File: src/hw/rtl/lcp_pkg.sv
`default_nettype none

package lcp_pkg;

   // Threshold registers are all this wide; the CSR write data matches it.
   localparam int LEVEL_W     = 16;
   localparam int CSR_INDEX_W = 3;

   // CSR register indexes
   localparam logic [CSR_INDEX_W-1:0] REG_ABS_TRIP     = 3'd0;
   localparam logic [CSR_INDEX_W-1:0] REG_FAST_JUMP    = 3'd1;
   localparam logic [CSR_INDEX_W-1:0] REG_MID_JUMP     = 3'd2;
   localparam logic [CSR_INDEX_W-1:0] REG_LOW_JUMP     = 3'd3;
   localparam logic [CSR_INDEX_W-1:0] REG_RECOVER      = 3'd4;
   localparam logic [CSR_INDEX_W-1:0] REG_DRIFT_MIN    = 3'd5;
   localparam logic [CSR_INDEX_W-1:0] REG_QUIET_CYC    = 3'd6;
   localparam logic [CSR_INDEX_W-1:0] REG_RECOVER_CYC  = 3'd7;

   // Run lengths for the sustained trips and the calm timeout
   localparam logic [3:0] ABS_TRIP_RUN = 4'd12;
   localparam logic [3:0] MID_TRIP_RUN = 4'd8;
   localparam logic [3:0] LOW_TRIP_RUN = 4'd8;
   localparam logic [4:0] CALM_RUN     = 5'd26;

   // Baseline kind bits
   localparam logic [1:0] KIND_NONE = 2'b00;
   localparam logic [1:0] KIND_MID  = 2'b10;
   localparam logic [1:0] KIND_LOW  = 2'b01;

   typedef struct packed {
      logic [LEVEL_W-1:0] abs_trip_level;
      logic [LEVEL_W-1:0] fast_jump_level;
      logic [LEVEL_W-1:0] mid_jump_level;
      logic [LEVEL_W-1:0] low_jump_level;
      logic [LEVEL_W-1:0] recover_level;
      logic [LEVEL_W-1:0] drift_min_level;
      logic [7:0]         quiet_cycles;
      logic [8:0]         recover_cycles;
   } cfg_type;

   localparam cfg_type CFG_RESET = '{
      abs_trip_level:  16'd2800,
      fast_jump_level: 16'd1200,
      mid_jump_level:  16'd480,
      low_jump_level:  16'd240,
      recover_level:   16'd500,
      drift_min_level: 16'd10,
      quiet_cycles:    8'd150,
      recover_cycles:  9'd276
   };

   // Counters and flags carried from one beat to the next
   typedef struct packed {
      logic [7:0] quiet_count;
      logic [3:0] abs_count;
      logic [3:0] mid_count;
      logic [3:0] low_count;
      logic [4:0] calm_count;
      logic       jump_active;
      logic [1:0] base_kind;
      logic [8:0] recover_count;
      logic       fault_flag;
   } ctrl_type;

   localparam ctrl_type CTRL_RESET = '{
      quiet_count:   8'd0,
      abs_count:     4'd0,
      mid_count:     4'd0,
      low_count:     4'd0,
      calm_count:    5'd0,
      jump_active:   1'b0,
      base_kind:     KIND_NONE,
      recover_count: 9'd0,
      fault_flag:    1'b0
   };

   typedef struct packed {
      logic leak_fault;
      logic fault_raised;
      logic fault_cleared;
      logic jump_tracking;
   } rsp_type;

endpackage

`default_nettype wire

File: src/hw/rtl/leakage_current_protection.sv
// Channel  | Direction | Beat contents                                     | Handshake
// ---------+-----------+---------------------------------------------------+----------------
// req_     | in        | rms_sample, avg_sample, grid_connected, restart_q | valid / ready
// rsp_     | out       | leak_fault, fault_raised, fault_cleared, jump_trk | valid / ready
// csr_     | in        | index 0..7, 16-bit write data                     | write enable
//
// One beat per clock sustained while the rsp_ channel does not stall. A beat passes the
// input register, then the next-state logic into the result register, which loads at
// the edge after the request beat is accepted unless an untaken result still sits there.
// The state update sits between those two registers, so each beat sees the state
// left by the one before it.
// Reset (synchronous, active high) loads the default thresholds and clears the control state.
// A stalled rsp_ channel holds the result register; the input register still takes a
// beat while the result waits if it is empty, and then holds that beat until it moves on.
`default_nettype none

module leakage_current_protection #(
   parameter int SAMPLE_BITS = 16
) (
   input  wire                                     clock,
   input  wire                                     reset,

   input  wire                                     req_valid,
   output logic                                    req_ready,
   input  wire         [SAMPLE_BITS-1:0]           req_rms_sample,
   input  wire  signed [SAMPLE_BITS-1:0]           req_avg_sample,
   input  wire                                     req_grid_connected,
   input  wire                                     req_restart_quiet,

   output logic                                    rsp_valid,
   input  wire                                     rsp_ready,
   output logic                                    rsp_leak_fault,
   output logic                                    rsp_fault_raised,
   output logic                                    rsp_fault_cleared,
   output logic                                    rsp_jump_tracking,

   input  wire                                     csr_we,
   input  wire         [lcp_pkg::CSR_INDEX_W-1:0]  csr_index,
   input  wire         [lcp_pkg::LEVEL_W-1:0]      csr_wdata
);

   // ---------------------------------------------------------------- config
   lcp_pkg::cfg_type cfg_ff;
   lcp_pkg::cfg_type cfg_in;

   always_comb begin
      cfg_in = cfg_ff;
      if (csr_we) begin
         unique case (csr_index)
            lcp_pkg::REG_ABS_TRIP:    cfg_in.abs_trip_level  = csr_wdata;
            lcp_pkg::REG_FAST_JUMP:   cfg_in.fast_jump_level = csr_wdata;
            lcp_pkg::REG_MID_JUMP:    cfg_in.mid_jump_level  = csr_wdata;
            lcp_pkg::REG_LOW_JUMP:    cfg_in.low_jump_level  = csr_wdata;
            lcp_pkg::REG_RECOVER:     cfg_in.recover_level   = csr_wdata;
            lcp_pkg::REG_DRIFT_MIN:   cfg_in.drift_min_level = csr_wdata;
            lcp_pkg::REG_QUIET_CYC:   cfg_in.quiet_cycles    = csr_wdata[7:0];
            lcp_pkg::REG_RECOVER_CYC: cfg_in.recover_cycles  = csr_wdata[8:0];
            default:                  cfg_in = cfg_ff;
         endcase
      end
   end

   always_ff @(posedge clock) begin
      if (reset) begin
         cfg_ff <= lcp_pkg::CFG_RESET;
      end else begin
         cfg_ff <= cfg_in;
      end
   end

   // ---------------------------------------------------------- input stage
   logic                          in_valid_ff;
   logic                          in_valid_in;
   logic        [SAMPLE_BITS-1:0] in_rms_ff;
   logic signed [SAMPLE_BITS-1:0] in_avg_ff;
   logic                          in_grid_ff;
   logic                          in_restart_ff;
   logic                          req_fire;
   logic                          advance;

   // Advance the held beat into the result register when that slot frees up.
   assign advance   = in_valid_ff && (!rsp_valid || rsp_ready);
   assign req_ready = !in_valid_ff || advance;
   assign req_fire  = req_valid && req_ready;

   always_comb begin
      in_valid_in = in_valid_ff;
      if (req_fire) begin
         in_valid_in = 1'b1;
      end else if (advance) begin
         in_valid_in = 1'b0;
      end
   end

   always_ff @(posedge clock) begin
      if (reset) begin
         in_valid_ff <= 1'b0;
      end else begin
         in_valid_ff <= in_valid_in;
      end
   end

   // Payload: capture only on an accepted beat, no reset needed
   always_ff @(posedge clock) begin
      if (req_fire) begin
         in_rms_ff     <= req_rms_sample;
         in_avg_ff     <= req_avg_sample;
         in_grid_ff    <= req_grid_connected;
         in_restart_ff <= req_restart_quiet;
      end
   end

   // ------------------------------------------------------ protection state
   // History keeps the last two samples: [1] is the previous beat, [0] the one
   // before. The current sample is compared against [0].
   logic        [SAMPLE_BITS-1:0] rms_hist_ff [2];
   logic signed [SAMPLE_BITS-1:0] avg_hist_ff [2];
   logic        [SAMPLE_BITS-1:0] base_rms_ff;
   logic        [SAMPLE_BITS-1:0] base_rms_in;
   logic signed [SAMPLE_BITS-1:0] base_avg_ff;
   logic signed [SAMPLE_BITS-1:0] base_avg_in;
   lcp_pkg::ctrl_type             ctrl_ff;
   lcp_pkg::ctrl_type             ctrl_in;
   lcp_pkg::rsp_type              step_rsp;

   lcp_step #(
      .SAMPLE_BITS (SAMPLE_BITS)
   ) u_step (
      .cfg           (cfg_ff),
      .ctrl          (ctrl_ff),
      .rms           (in_rms_ff),
      .avg           (in_avg_ff),
      .grid          (in_grid_ff),
      .restart       (in_restart_ff),
      .rms_prev2     (rms_hist_ff[0]),
      .avg_prev2     (avg_hist_ff[0]),
      .base_rms      (base_rms_ff),
      .base_avg      (base_avg_ff),
      .ctrl_next     (ctrl_in),
      .base_rms_next (base_rms_in),
      .base_avg_next (base_avg_in),
      .rsp           (step_rsp)
   );

   // State moves only when a beat leaves the input stage.
   always_ff @(posedge clock) begin
      if (reset) begin
         ctrl_ff        <= lcp_pkg::CTRL_RESET;
         base_rms_ff    <= '0;
         base_avg_ff    <= '0;
         rms_hist_ff[0] <= '0;
         rms_hist_ff[1] <= '0;
         avg_hist_ff[0] <= '0;
         avg_hist_ff[1] <= '0;
      end else if (advance) begin
         ctrl_ff        <= ctrl_in;
         base_rms_ff    <= base_rms_in;
         base_avg_ff    <= base_avg_in;
         rms_hist_ff[0] <= rms_hist_ff[1];
         rms_hist_ff[1] <= in_rms_ff;
         avg_hist_ff[0] <= avg_hist_ff[1];
         avg_hist_ff[1] <= in_avg_ff;
      end
   end

   // --------------------------------------------------------- result stage
   logic             rsp_valid_ff;
   logic             rsp_valid_in;
   lcp_pkg::rsp_type rsp_ff;

   always_comb begin
      rsp_valid_in = rsp_valid_ff;
      if (advance) begin
         rsp_valid_in = 1'b1;
      end else if (rsp_ready) begin
         rsp_valid_in = 1'b0;
      end
   end

   always_ff @(posedge clock) begin
      if (reset) begin
         rsp_valid_ff <= 1'b0;
      end else begin
         rsp_valid_ff <= rsp_valid_in;
      end
   end

   // Hold the result while the consumer stalls
   always_ff @(posedge clock) begin
      if (advance) begin
         rsp_ff <= step_rsp;
      end
   end

   assign rsp_valid         = rsp_valid_ff;
   assign rsp_leak_fault    = rsp_ff.leak_fault;
   assign rsp_fault_raised  = rsp_ff.fault_raised;
   assign rsp_fault_cleared = rsp_ff.fault_cleared;
   assign rsp_jump_tracking = rsp_ff.jump_tracking;

`ifndef NO_ASSERTIONS
   // A cleared fault is never reported together with a set flag.
   a_clear_drops_flag: assert property (@(posedge clock) disable iff (reset)
      rsp_valid_ff && rsp_ff.fault_cleared |-> !rsp_ff.leak_fault)
      else $error("fault_cleared reported with leak_fault still set");

   // A trip that is not cleared in the same beat leaves the flag set.
   a_raise_sets_flag: assert property (@(posedge clock) disable iff (reset)
      rsp_valid_ff && rsp_ff.fault_raised && !rsp_ff.fault_cleared |-> rsp_ff.leak_fault)
      else $error("fault_raised without leak_fault");

   // Tracking a jump always goes with exactly one baseline kind.
   a_baseline_kind: assert property (@(posedge clock) disable iff (reset)
      $onehot0(ctrl_ff.base_kind) &&
      (ctrl_ff.jump_active == (ctrl_ff.base_kind != lcp_pkg::KIND_NONE)))
      else $error("jump_active and base_kind disagree");

   // Run counters wrap before reaching their limits.
   a_counter_limits: assert property (@(posedge clock) disable iff (reset)
      (ctrl_ff.abs_count < lcp_pkg::ABS_TRIP_RUN) &&
      (ctrl_ff.mid_count < lcp_pkg::MID_TRIP_RUN) &&
      (ctrl_ff.low_count < lcp_pkg::LOW_TRIP_RUN) &&
      (ctrl_ff.calm_count < lcp_pkg::CALM_RUN))
      else $error("run counter past its limit");

   // A beat leaving the input stage always shows up as a result next cycle.
   a_advance_to_rsp: assert property (@(posedge clock) disable iff (reset)
      advance |=> rsp_valid_ff)
      else $error("advanced beat lost before the result register");
`endif

endmodule

`default_nettype wire

File: src/hw/rtl/lcp_step.sv
`default_nettype none

// Next-state logic for one sample pair: quiet period, the absolute, fast,
// mid and low trips, baseline tracking and fault recovery.
module lcp_step #(
   parameter int SAMPLE_BITS = 16
) (
   input  lcp_pkg::cfg_type                 cfg,
   input  lcp_pkg::ctrl_type                ctrl,
   input  logic        [SAMPLE_BITS-1:0]    rms,
   input  logic signed [SAMPLE_BITS-1:0]    avg,
   input  logic                             grid,
   input  logic                             restart,
   input  logic        [SAMPLE_BITS-1:0]    rms_prev2,
   input  logic signed [SAMPLE_BITS-1:0]    avg_prev2,
   input  logic        [SAMPLE_BITS-1:0]    base_rms,
   input  logic signed [SAMPLE_BITS-1:0]    base_avg,
   output lcp_pkg::ctrl_type                ctrl_next,
   output logic        [SAMPLE_BITS-1:0]    base_rms_next,
   output logic signed [SAMPLE_BITS-1:0]    base_avg_next,
   output lcp_pkg::rsp_type                 rsp
);

   localparam int CW = (SAMPLE_BITS > lcp_pkg::LEVEL_W) ? SAMPLE_BITS : lcp_pkg::LEVEL_W;

   // |a - b| of two sign-extended samples; always fits SAMPLE_BITS unsigned
   function automatic logic [SAMPLE_BITS-1:0] mag_diff(
      input logic signed [SAMPLE_BITS:0] a,
      input logic signed [SAMPLE_BITS:0] b
   );
      logic signed [SAMPLE_BITS:0] d;
      d = a - b;
      if (d < 0) begin
         d = -d;
      end
      return d[SAMPLE_BITS-1:0];
   endfunction

   logic [SAMPLE_BITS-1:0] drift;
   logic [SAMPLE_BITS-1:0] d_avg;
   logic [SAMPLE_BITS-1:0] d_rms;
   logic [7:0]             quiet;
   logic                   protect;
   logic                   raised;
   logic                   cleared;
   logic [3:0]             abs_inc;
   logic [3:0]             mid_inc;
   logic [3:0]             low_inc;
   logic [4:0]             calm_inc;
   logic [8:0]             rc_inc;

   assign drift    = mag_diff({avg[SAMPLE_BITS-1], avg}, {avg_prev2[SAMPLE_BITS-1], avg_prev2});
   assign abs_inc  = ctrl.abs_count + 4'd1;
   assign mid_inc  = ctrl.mid_count + 4'd1;
   assign low_inc  = ctrl.low_count + 4'd1;
   assign calm_inc = ctrl.calm_count + 5'd1;

   always_comb begin
      ctrl_next     = ctrl;
      base_rms_next = base_rms;
      base_avg_next = base_avg;
      raised        = 1'b0;
      cleared       = 1'b0;
      d_avg         = '0;
      d_rms         = '0;
      rc_inc        = '0;

      quiet = restart ? 8'd0 : ctrl.quiet_count;
      ctrl_next.quiet_count = quiet;
      protect = 1'b0;
      if (!grid) begin
         ctrl_next.quiet_count = 8'd0;
      end else if (quiet < cfg.quiet_cycles) begin
         ctrl_next.quiet_count = quiet + 8'd1;
      end else begin
         protect = 1'b1;
      end

      // Jump measures: change over two beats, or distance from the baseline
      if (!ctrl.jump_active && (CW'(drift) > CW'(cfg.drift_min_level))) begin
         d_avg = drift;
         d_rms = mag_diff({1'b0, rms}, {1'b0, rms_prev2});
      end else if (ctrl.jump_active) begin
         d_avg = mag_diff({avg[SAMPLE_BITS-1], avg}, {base_avg[SAMPLE_BITS-1], base_avg});
         d_rms = mag_diff({1'b0, rms}, {1'b0, base_rms});
      end

      if (protect) begin
         // Sustained absolute overcurrent
         if (CW'(rms) > CW'(cfg.abs_trip_level)) begin
            if (abs_inc >= lcp_pkg::ABS_TRIP_RUN) begin
               raised              = 1'b1;
               ctrl_next.abs_count = 4'd0;
            end else begin
               ctrl_next.abs_count = abs_inc;
            end
         end else begin
            ctrl_next.abs_count = 4'd0;
         end

         if (CW'(d_rms) >= CW'(cfg.fast_jump_level)) begin
            ctrl_next.low_count   = 4'd0;
            ctrl_next.mid_count   = 4'd0;
            ctrl_next.jump_active = 1'b0;
            ctrl_next.base_kind   = lcp_pkg::KIND_NONE;
            base_avg_next         = '0;
            base_rms_next         = '0;
            raised                = 1'b1;
         end else if (CW'(d_avg) >= CW'(cfg.mid_jump_level)) begin
            ctrl_next.low_count   = 4'd0;
            ctrl_next.jump_active = 1'b1;
            if ((ctrl.base_kind & lcp_pkg::KIND_MID) == lcp_pkg::KIND_NONE) begin
               base_avg_next       = avg_prev2;
               base_rms_next       = rms_prev2;
               ctrl_next.base_kind = lcp_pkg::KIND_MID;
            end
            ctrl_next.mid_count = mid_inc;
            if (mid_inc >= lcp_pkg::MID_TRIP_RUN) begin
               // keep base_rms, drop the rest of the baseline
               ctrl_next.mid_count   = 4'd0;
               ctrl_next.base_kind   = lcp_pkg::KIND_NONE;
               ctrl_next.jump_active = 1'b0;
               base_avg_next         = '0;
               raised                = 1'b1;
            end
         end else if (CW'(d_avg) >= CW'(cfg.low_jump_level)) begin
            ctrl_next.mid_count   = 4'd0;
            ctrl_next.jump_active = 1'b1;
            if ((ctrl.base_kind & lcp_pkg::KIND_LOW) == lcp_pkg::KIND_NONE) begin
               base_avg_next       = avg_prev2;
               base_rms_next       = rms_prev2;
               ctrl_next.base_kind = lcp_pkg::KIND_LOW;
            end
            ctrl_next.low_count = low_inc;
            if (low_inc >= lcp_pkg::LOW_TRIP_RUN) begin
               ctrl_next.low_count   = 4'd0;
               ctrl_next.base_kind   = lcp_pkg::KIND_NONE;
               ctrl_next.jump_active = 1'b0;
               base_avg_next         = '0;
               raised                = 1'b1;
            end
         end else begin
            ctrl_next.low_count  = 4'd0;
            ctrl_next.mid_count  = 4'd0;
            ctrl_next.calm_count = calm_inc;
            if (calm_inc >= lcp_pkg::CALM_RUN) begin
               ctrl_next.calm_count  = 5'd0;
               ctrl_next.jump_active = 1'b0;
               ctrl_next.base_kind   = lcp_pkg::KIND_NONE;
               base_avg_next         = '0;
               base_rms_next         = '0;
            end
         end
      end

      if (raised) begin
         ctrl_next.fault_flag = 1'b1;
      end

      // Recovery: count low readings while faulted, zero on high; else hold
      if (ctrl_next.fault_flag) begin
         if (CW'(rms) < CW'(cfg.recover_level)) begin
            rc_inc = ctrl.recover_count + 9'd1;
            if (rc_inc >= cfg.recover_cycles) begin
               ctrl_next.recover_count = 9'd0;
               ctrl_next.fault_flag    = 1'b0;
               cleared                 = 1'b1;
            end else begin
               ctrl_next.recover_count = rc_inc;
            end
         end else begin
            ctrl_next.recover_count = 9'd0;
         end
      end

      rsp.leak_fault    = ctrl_next.fault_flag;
      rsp.fault_raised  = raised;
      rsp.fault_cleared = cleared;
      rsp.jump_tracking = ctrl_next.jump_active;
   end

endmodule

`default_nettype wire

File: config.mk
export PLATFORM = sky130hd
export DESIGN_NAME = leakage_current_protection
export DESIGN_NICKNAME = d
export VERILOG_FILES = /design/src/hw/rtl/lcp_pkg.sv /design/src/hw/rtl/leakage_current_protection.sv /design/src/hw/rtl/lcp_step.sv
export SDC_FILE = /design/constraint.sdc
export NUM_CORES = 1
export LEC_CHECK = 0
export BUFFER_PORTS_ARGS = -buffer_cell sky130_fd_sc_hd__buf_2
export CAP_MARGIN = 5
export CORE_MARGIN = 2
export CORE_UTILIZATION = 49
export DETAILED_ROUTE_END_ITERATION = 10
export GPL_TIMING_DRIVEN = 0
export PLACE_DENSITY = 0.67
export SYNTH_ARGS = -nofsm -noshare
export SYNTH_HDL_FRONTEND = slang
export SYNTH_HIERARCHICAL = 1
export SYNTH_SLANG_ARGS = --single-unit
File: constraint.sdc
create_clock -name clock -period 7.9 [get_ports clock]
set_clock_uncertainty 0.15 [all_clocks]
set_input_delay 1.58 -clock clock [delete_from_list [all_inputs] [get_ports clock]]
set_output_delay 1.58 -clock clock [all_outputs]
set_load 0.005 [all_outputs]
==> summary by stage, run 1 <==
Status
The flow ran to the end, and the final reports show no timing, DRC or antenna violations.

Worst setup path
The launching element type of the critical path is a register. For the worst setup path, the data arrival time is 7.81 ns. The start-to-end type of the worst setup path is reg2reg. The critical path data required time is 8.05 ns. The endpoint of the most critical register-to-register path is rsp_leak_fault. The startpoint identified for the worst register-to-register timing path is avg_hist_ff[0][0]. The worst-path maximum fanout is 10. The endpoint type of the worst setup path is a register. The timing endpoint of the critical path is rsp_leak_fault. The worst setup slack for register-to-register paths is about 0.24 ns. Measured in cells, the most critical reg-to-reg path has a length of 27.

The launch point of the worst path is avg_hist_ff[0][0].

Synthesis
The fraction of the mapped netlist area in simple logic gates is 19.4%. The multiplexer area fraction after synthesis is less than 1%. In the synthesized netlist the dominant register cell turns out to be sky130_fd_sc_hd__dfxtp_1. The dominant combinational cell family by area after synthesis is compound AO/OA/AOI/OAI gates. The number of nets in the synthesized netlist is 2668.

In the synthesized netlist the async set-or-reset flop fraction comes to 0%. The number of flops mapped to enable cells by yosys is 102. After Yosys synthesis, XOR and XNOR cells account for 4.85% of the synthesized area. The share of the Yosys chip area taken by registers is 33.6%. The synthesized netlist devotes 22.7% of its cell area to compound gates. During synthesis, Yosys emitted a total of 6 warnings. After Yosys synthesis, full adders, half adders and majority gates account for 12.0% of the synthesized area.

The gate count after technology mapping is 2420. After synthesis the cells add up to 20100 sq um. After synthesis the netlist holds a flip-flop and latch count of between 200 and 300. The distinct cell type count after synthesis is 95. The average instance in the mapped netlist occupies 8.32 sq um.

Drt
After detailed routing, the number of vias per cell comes to 6.06. The number of antenna-violating nets in the routed design is 0. The iteration count of the initial detailed-routing pass is 8. After detailed routing, the average wire length per cell comes to 21.2 um. The post-detailed-route DRC marker count is 0. For this block, the initial DRC count from the detailed router was 1906. The routed wire length is 65.2 mm. For this block, the via count after detailed routing is 18700.

Finish
The net count of the finished layout is 2773. The share of layout cells above drive strength 1 is 8.58%. The layout-stage area growth over the synthesis result is 11.7%.

The final-layout fill cell count is 3746. The area of all placed cells without fillers is 22500 sq um. The library cell used most frequently in the layout, excluding fill and tap cells, is sky130_fd_sc_hd__a21oi_1.

The count of inserted antenna diode cells is 0. The combined flip-flop and latch cell area is about 6800 sq um. In the layout the commonest cells are 250 x sky130_fd_sc_hd__a21oi_1, 238 x sky130_fd_sc_hd__nand2_1, 207 x sky130_fd_sc_hd__inv_1.

The combined area of the multi-input logic cells is 12300 sq um. Excluding fillers, the count of instances in the completed layout stands at roughly 3000.

Power and ir drop
For this design the ratio of total power to cell area is 227 nW/um^2. The worst-case IR drop observed on VDD is 0.000159 V. Total power for the finished layout comes to 5100 uW. The leakage dissipation is 0.00855 uW.

GRT
The number of global-route vias before repair is 17400. Entering global routing, the biggest net connects 65 pins. The remaining global-route overflow is 0. The total routing resource utilization after global routing is 30.0%. The number of antenna violations at the first check in global routing is 0. The first global-routing pass estimated 98.1 mm of wire.

Timing
The worst-margin pin slew is ~0.94 ns. The max-slew violation total from the final report is 0. Setup violations remaining at the end of the flow were counted as 0. The final hold slack is 0.302 ns.

For this run, the top clock speed supported by timing is 131 MHz. Of the available clock period, the critical path in the final layout requires 97.0%. The shortest clock period the worst path allows after layout is 7.66 ns.

The final number of hold-violating endpoints was 0. The accumulated negative setup slack is 0 ns. The headroom to the max-slew limit is 37.2%.

Die
The overall die width is 207 um. The initial standard-cell utilization of the core is 49.5%. The floorplan die area is 42700 sq um. The initialized floorplan defines 74 standard-cell rows. The die is 207 um tall. The total core area is 40600 sq um. For this design the top-level I/O count stands at 64.

Place
After detailed placement, the total cell area comes to ~21000 sq um. In this run, placement finished with an instance count of 3013. The placer's final routability congestion estimate is ~0.96. The count of buffers added on input and output ports is 60. Once detailed placement completed, the half-perimeter wirelength came to 49.8 mm.

Clock tree
The cts-stage hold buffer count is 0. The clock latency on the worst-skew pair is between 0.5 and 0.6 ns. The clock tree buffer depth is 3. Counting the buffers created by CTS gives 34. After clock tree synthesis, the clock-pin slew on the worst setup and hold paths is 0.06 ns. The total number of H-tree levels is 2. The tree is rooted in a sky130_fd_sc_hd__clkbuf_16. For this design, the sink count on the clock tree is 287. TritonCTS built the clock tree.

Run
Max-cap violations in this run came to 0.

Hold path
In this run the worst hold path is classified as reg2reg.
-- worst max-delay path, cell delays in order, from the launching register on --
cell and delay, ns:
sky130_fd_sc_hd__edfxtp_1 0.51, sky130_fd_sc_hd__ha_2 0.25, sky130_fd_sc_hd__fa_1 0.40, sky130_fd_sc_hd__nand2b_1 0.20, sky130_fd_sc_hd__a21oi_1 0.17, sky130_fd_sc_hd__xor2_1 0.12, sky130_fd_sc_hd__or2_2 0.33, sky130_fd_sc_hd__or3_1 0.36
sky130_fd_sc_hd__or4_4 0.47, sky130_fd_sc_hd__o41ai_4 0.36, sky130_fd_sc_hd__xnor2_2 0.14, sky130_fd_sc_hd__ha_1 0.34, sky130_fd_sc_hd__o21ai_0 0.12, sky130_fd_sc_hd__a221oi_2 0.34, sky130_fd_sc_hd__and2_4 0.27, sky130_fd_sc_hd__buf_4 0.23
sky130_fd_sc_hd__a22o_1 0.27, sky130_fd_sc_hd__ha_1 0.31, sky130_fd_sc_hd__a21o_1 0.19, sky130_fd_sc_hd__a211oi_1 0.24, sky130_fd_sc_hd__o211ai_1 0.24, sky130_fd_sc_hd__a21o_2 0.33, sky130_fd_sc_hd__nand4_1 0.17, sky130_fd_sc_hd__a31oi_4 0.14
sky130_fd_sc_hd__or2_1 0.25, sky130_fd_sc_hd__clkbuf_4 0.17, sky130_fd_sc_hd__a21boi_4 0.17, sky130_fd_sc_hd__buf_4 0.17
-- flip-flops by register name, summed over array words and instances, names as in the netlist --
| name | cells |
|---|---|
| cfg_ff | 113 |
| ctrl_ff | 38 |
| avg_hist_ff | 32 |
| rms_hist_ff | 32 |
| base_avg_ff | 16 |
| base_rms_ff | 16 |
| in_avg_ff | 16 |
| in_rms_ff | 16 |
| in_grid_ff | 1 |
| in_restart_ff | 1 |
| in_valid_ff | 1 |
| rsp_fault_cleared | 1 |
| rsp_fault_raised | 1 |
| rsp_jump_tracking | 1 |
| rsp_leak_fault | 1 |
| rsp_valid | 1 |
-- layout make-up --
cell class | count | share of cell area [%]
inverter | 208 | 3.47
buffer | 129 | 2.57
clock buffer | 50 | 4.05
sequential | 287 | 30.1
multi-input combinational | 1794 | 54.6
tap | 532 | 2.96
timing repair buffer | 71 | 1.81
clock inverter | 12 | 0.462
-- worst min path at each step --
stage,start,endpoint,cells after the start
floorplan,cfg_ff[100],cfg_ff[100],2
global placement,cfg_ff[61],cfg_ff[61],2
detailed placement,cfg_ff[100],cfg_ff[100],2
CTS,cfg_ff[100],cfg_ff[100],2
global route,cfg_ff[66],cfg_ff[66],2
finish,cfg_ff[100],cfg_ff[100],2
-- stage by stage --
| step | setup WS, ns | utilization [%] |
|---|---|---|
| CTS | -0.0481 | 54.8 |
| global placement | -2.30 | 51.9 |
| detailed placement | -2.42 | 52.0 |
| finish | 0.240 | 55.3 |
| floorplan | 0.703 | - |
| global route | -0.128 | 55.3 |
-- where the power goes --
| part | total (uW) | internal [uW] | switching [uW] |
|---|---|---|---|
| Combinational | 1980 | 725 | 1260 |
| Clock | 1490 | 840 | 646 |
| Sequential | 1630 | 1580 | 50.0 |
-- synth_stat cells (14+ instances only) --
cell / count / area (sq um)
sky130_fd_sc_hd__a21o_1: 42 / 315
sky130_fd_sc_hd__a21oi_1: 256 / 1280
sky130_fd_sc_hd__a22o_1: 26 / 228
sky130_fd_sc_hd__a22oi_1: 28 / 210
sky130_fd_sc_hd__and2_1: 85 / 532
sky130_fd_sc_hd__and3_1: 15 / 93.8
sky130_fd_sc_hd__buf_2: 25 / 125
sky130_fd_sc_hd__clkbuf_1: 90 / 338
sky130_fd_sc_hd__dfxtp_1: 185 / 3700
sky130_fd_sc_hd__edfxtp_1: 102 / 3060
sky130_fd_sc_hd__ha_1: 186 / 2330
sky130_fd_sc_hd__inv_1: 207 / 777
sky130_fd_sc_hd__nand2_1: 240 / 901
sky130_fd_sc_hd__nand2b_1: 23 / 144
sky130_fd_sc_hd__nand3_1: 33 / 165
sky130_fd_sc_hd__nand3b_1: 79 / 593
sky130_fd_sc_hd__nand4_1: 24 / 150
sky130_fd_sc_hd__nor2_1: 96 / 360
sky130_fd_sc_hd__nor2b_1: 27 / 169
sky130_fd_sc_hd__nor3_1: 68 / 340
sky130_fd_sc_hd__o211ai_1: 14 / 105
sky130_fd_sc_hd__o21a_1: 24 / 180
sky130_fd_sc_hd__o21ai_0: 160 / 801
sky130_fd_sc_hd__o22ai_1: 34 / 213
sky130_fd_sc_hd__xnor2_1: 73 / 639
sky130_fd_sc_hd__xor2_1: 36 / 315
-- timing repair --
item,CTS,global route
buffers inserted,3,7
cloned,0,0
pin swaps,3,10
gates resized for setup,35,45
endpoints found under the setup margin,60,60
endpoints found under the hold margin,0,0
-- routing by layer --
| metal | routed length [um] | up-vias | part of all wire [%] | global-route usage [%] |
|---|---|---|---|---|
| met1 | 28300 | 8960 | 43 | 40.4 |
| met5 | 0 | - | 0 | 0 |
| met3 | 4490 | 143 | 6.9 | 4.49 |
| met2 | 29500 | 724 | 45 | 47.7 |
| met4 | 2960 | 0 | 4.5 | 13.3 |
| li1 | - | 8860 | - | - |
-- logic make-up after synthesis --
kind of cell,count (synthesis)
compound gates,732
xor+xnor,110
fa+ha+maj,190
buf+inv,339
flops,287
mux,15
simple gates,747
No activity file was read; power rests on OpenSTA's default activity.
==> run 2, diff against run 1 <==
clock period = 9.4 ns   (was 7.9 ns; I/O delays follow)
==> summary by stage, run 2 (same netlist as run 1, synthesis figures left out) <==
Status
The run finished with clean final reports.

Finish
The combined area of the multi-input logic cells is 12100 sq um (-1.5%). The largest registers in the layout are cfg_ff (113), ctrl_ff (38). The combined flip-flop and latch cell area is 6770 sq um (unchanged). The count of inserted antenna diode cells came to 0 (unchanged).

The flip-flop count of the largest register, all copies and words added is 113 (unchanged). The area growth from synthesis to layout is 10.3%. The library cells used most frequently in the layout, excluding fill and tap cells, are 254 x sky130_fd_sc_hd__a21oi_1, 240 x sky130_fd_sc_hd__nand2_1, 207 x sky130_fd_sc_hd__inv_1.

The utilization after layout is 54.6% (-0.69 points). The net count of the finished layout was 2766 (-0.25%). The final cell count without fillers is 3076 (-0.23%).

The final-layout fill cell count is 3761 (+0.40%). The library cell used most frequently in the layout, excluding fill and tap cells, is sky130_fd_sc_hd__a21oi_1. The register bank with the most flops is cfg_ff. The share of layout cells above drive strength 1 is 6.96% (-1.6 points).

Hold path
The worst hold path belongs to the class reg2reg. The terminating pin of the worst hold path is cfg_ff[100]. The start point of the worst min-delay path is cfg_ff[100]. The cell count of the worst hold path was 2 (unchanged).

Drt
The vias after detailed routing is 18600 (-0.42%). The via density per instance was 6.05 (-0.19%). The post-detailed-route DRC marker count is 0 (unchanged). The routed wire length is 64.9 mm (-0.46%). The initial detailed-routing violation count is 2096 (+10%). The iteration count of the initial detailed-routing pass is 6 (-2).

The number of antenna-violating nets in the routed design is 0 (unchanged). The routed wirelength normalized by instance count came to 21.1 um (-0.23%).

Die
The initial standard-cell utilization of the core is 49.5% (unchanged). The floorplan die area is 42700 sq um (unchanged). The number of placement rows is 74 (unchanged). The total core area is 40600 sq um (unchanged). The y dimension of the die is 207 um (unchanged). The number of primary I/O pins came to 64 (unchanged). The overall die width came to 207 um (unchanged).

Timing
The headroom to the max-slew limit is 31.8% (-5.4 points). The share of the clock period used by the worst path after layout is 96.5% (-0.42 points). The worst-margin pin slew came to 1.02 ns (+0.0872 ns). The achievable frequency is 110 MHz (-16%). The max-slew violation total from the final report is 0 (unchanged). Setup repair after global routing could not meet its margin everywhere. The final hold slack was 0.304 ns (+0.00177 ns). The total setup violations reported at the end of the flow is 0 (unchanged). The shortest clock period the worst path allows after layout is 9.08 ns (+1.42 ns).

The final number of hold-violating endpoints was 0 (unchanged).

Worst setup path
The startpoint of the worst register-to-register path is avg_hist_ff[0][0]. The worst setup path is captured at a register. The data arrival time at the worst-slack endpoint was 9.40 ns (+1.59 ns). The biggest cell delay along the critical path is 0.53 ns (+0.02 ns). The worst setup slack for register-to-register paths is 0.32 ns (+0.08 ns). The sum of buffers and inverters on the critical path is 4 (+1).

The worst reg-to-reg path cell count was 34 (+26%). The critical path data required time came to 9.72 ns (+1.67 ns). The critical path is of the reg2reg type. The endpoint of the most critical register-to-register path is ctrl_ff[0]. STA classifies the critical path startpoint as a register. Among cell families on the critical path, the largest total delay comes from compound AO/OA/AOI/OAI gates. On the critical path, the stage with the largest delay is an instance of sky130_fd_sc_hd__a221oi_4. The most frequent cell on the critical path is sky130_fd_sc_hd__a21oi_1. The worst-path maximum fanout is 10 (unchanged).

Place
The count of input and output buffers is 60 (unchanged). The number of placed instances with taps included is 3013 (unchanged). The post-detailed-placement half-perimeter wirelength is 49.8 mm (unchanged). The placer's final routability congestion estimate is 0.956 (unchanged).

Clock tree
The cell sitting at the root of the clock tree is a sky130_fd_sc_hd__clkbuf_16. The CTS tree is done. The number of buffers created by CTS came to 34 (unchanged). The cts-stage hold buffer count came to 0 (unchanged). The count of clock tree sinks was 287 (unchanged). The total number of H-tree levels is 2 (unchanged). The clock tree buffer depth is 3 (unchanged).

The clock-pin slew reported for the worst setup and hold paths after clock tree synthesis is 0.06 ns (about the same). The clock latency on the worst-skew pair is 0.54 ns (about the same).

Power and ir drop
The worst vdd rail ir drop came to 0.000132 V (-17%). The power density relative to cell area is 187 nW/um^2 (-18%). The leakage dissipation is 0.00844 uW (-1.3%).

GRT
The number of global-route vias before repair is 17300 (-0.18%). The remaining global-route overflow is 0 (unchanged). The number of antenna violations at the first check in global routing is 0 (unchanged). The wire length of the first global-routing pass is 98.0 mm (about the same). The total routing resource utilization after global routing was 30.0% (about the same).

The largest net degree at the start of global routing is 65 (unchanged).

Run
The number of maximum-capacitance constraint violations is 0 (unchanged).
-- run 2: changes by cell type in the layout (fill, tap and decap cells not counted), sizes merged --
cell    previous run  this run
buf              114       102
clkbuf           136       141
-- run 2: tightest hold or removal path, delay by kind of cell, from the launching register on --
kind / cells / cell delay (ns)
flops: 1 / 0.31
simple gates: 1 / 0.05
compound gates: 1 / 0.05
-- run 2: worst max path at each step --
stage / cells after the start / to / from / slack [ns]
3_5_place_dp: 34 / ctrl_ff[0] / in_avg_ff[7] / -0.92
4_1_cts: 33 / ctrl_ff[0] / avg_hist_ff[0][0] / 0.09
3_3_place_gp: 34 / ctrl_ff[0] / in_avg_ff[7] / -0.80
5_1_grt: 34 / ctrl_ff[0] / avg_hist_ff[0][0] / -0.008
6_report: 34 / ctrl_ff[0] / avg_hist_ff[0][0] / 0.32
2_1_floorplan: 30 / ctrl_ff[0] / avg_hist_ff[0][0] / 2.20
-- run 2: metal layers --
layer / up-vias / wire length [um] / global-route usage, % / share of wire (%)
met5: - / 0 / 0 / 0
met4: 0 / 2690 / 12.3 / 4.1
met3: 134 / 4700 / 4.35 / 7.2
met2: 693 / 29500 / 48.1 / 45
met1: 8926 / 28000 / 40.5 / 43
li1: 8856 / - / - / -
-- run 2: stage by stage --
step                total power, uW   TNS, ns  instance area [sq um]  setup WS (ns)
floorplan                      2390         0                  20100           2.20
global placement               2800    -10.65                  21100         -0.797
detailed placement             2840    -15.52                  21100         -0.918
CTS                            4100         0                  22200         0.0925
global route                   4330  -0.00752                  22200       -0.00752
finish                         4140         0                  22200          0.325
-- run 2: timing repair --
| action | CTS | global route |
|---|---|---|
| buffers inserted | 0 | 1 |
| resized for setup | 5 | 12 |
| pin swaps | 0 | 1 |
| endpoints found under the setup margin | 49 | 51 |
-- run 2: where the power goes --
part	switching (uW)	leakage, uW	internal, uW
logic	999	0.00540	528
registers	41.9	0.00255	1330
clock network	538	0.000492	706
total	1580	0.00844	2560
-- run 2: layout make-up --
cell class	instances	share of cell area, %
buffer	131	2.52
multi-input combinational	1794	54.4
inverter	208	3.52
clock inverter	12	0.468
clock buffer	50	4.10
timing repair buffer	62	1.48
tap	532	3.00
sequential	287	30.5
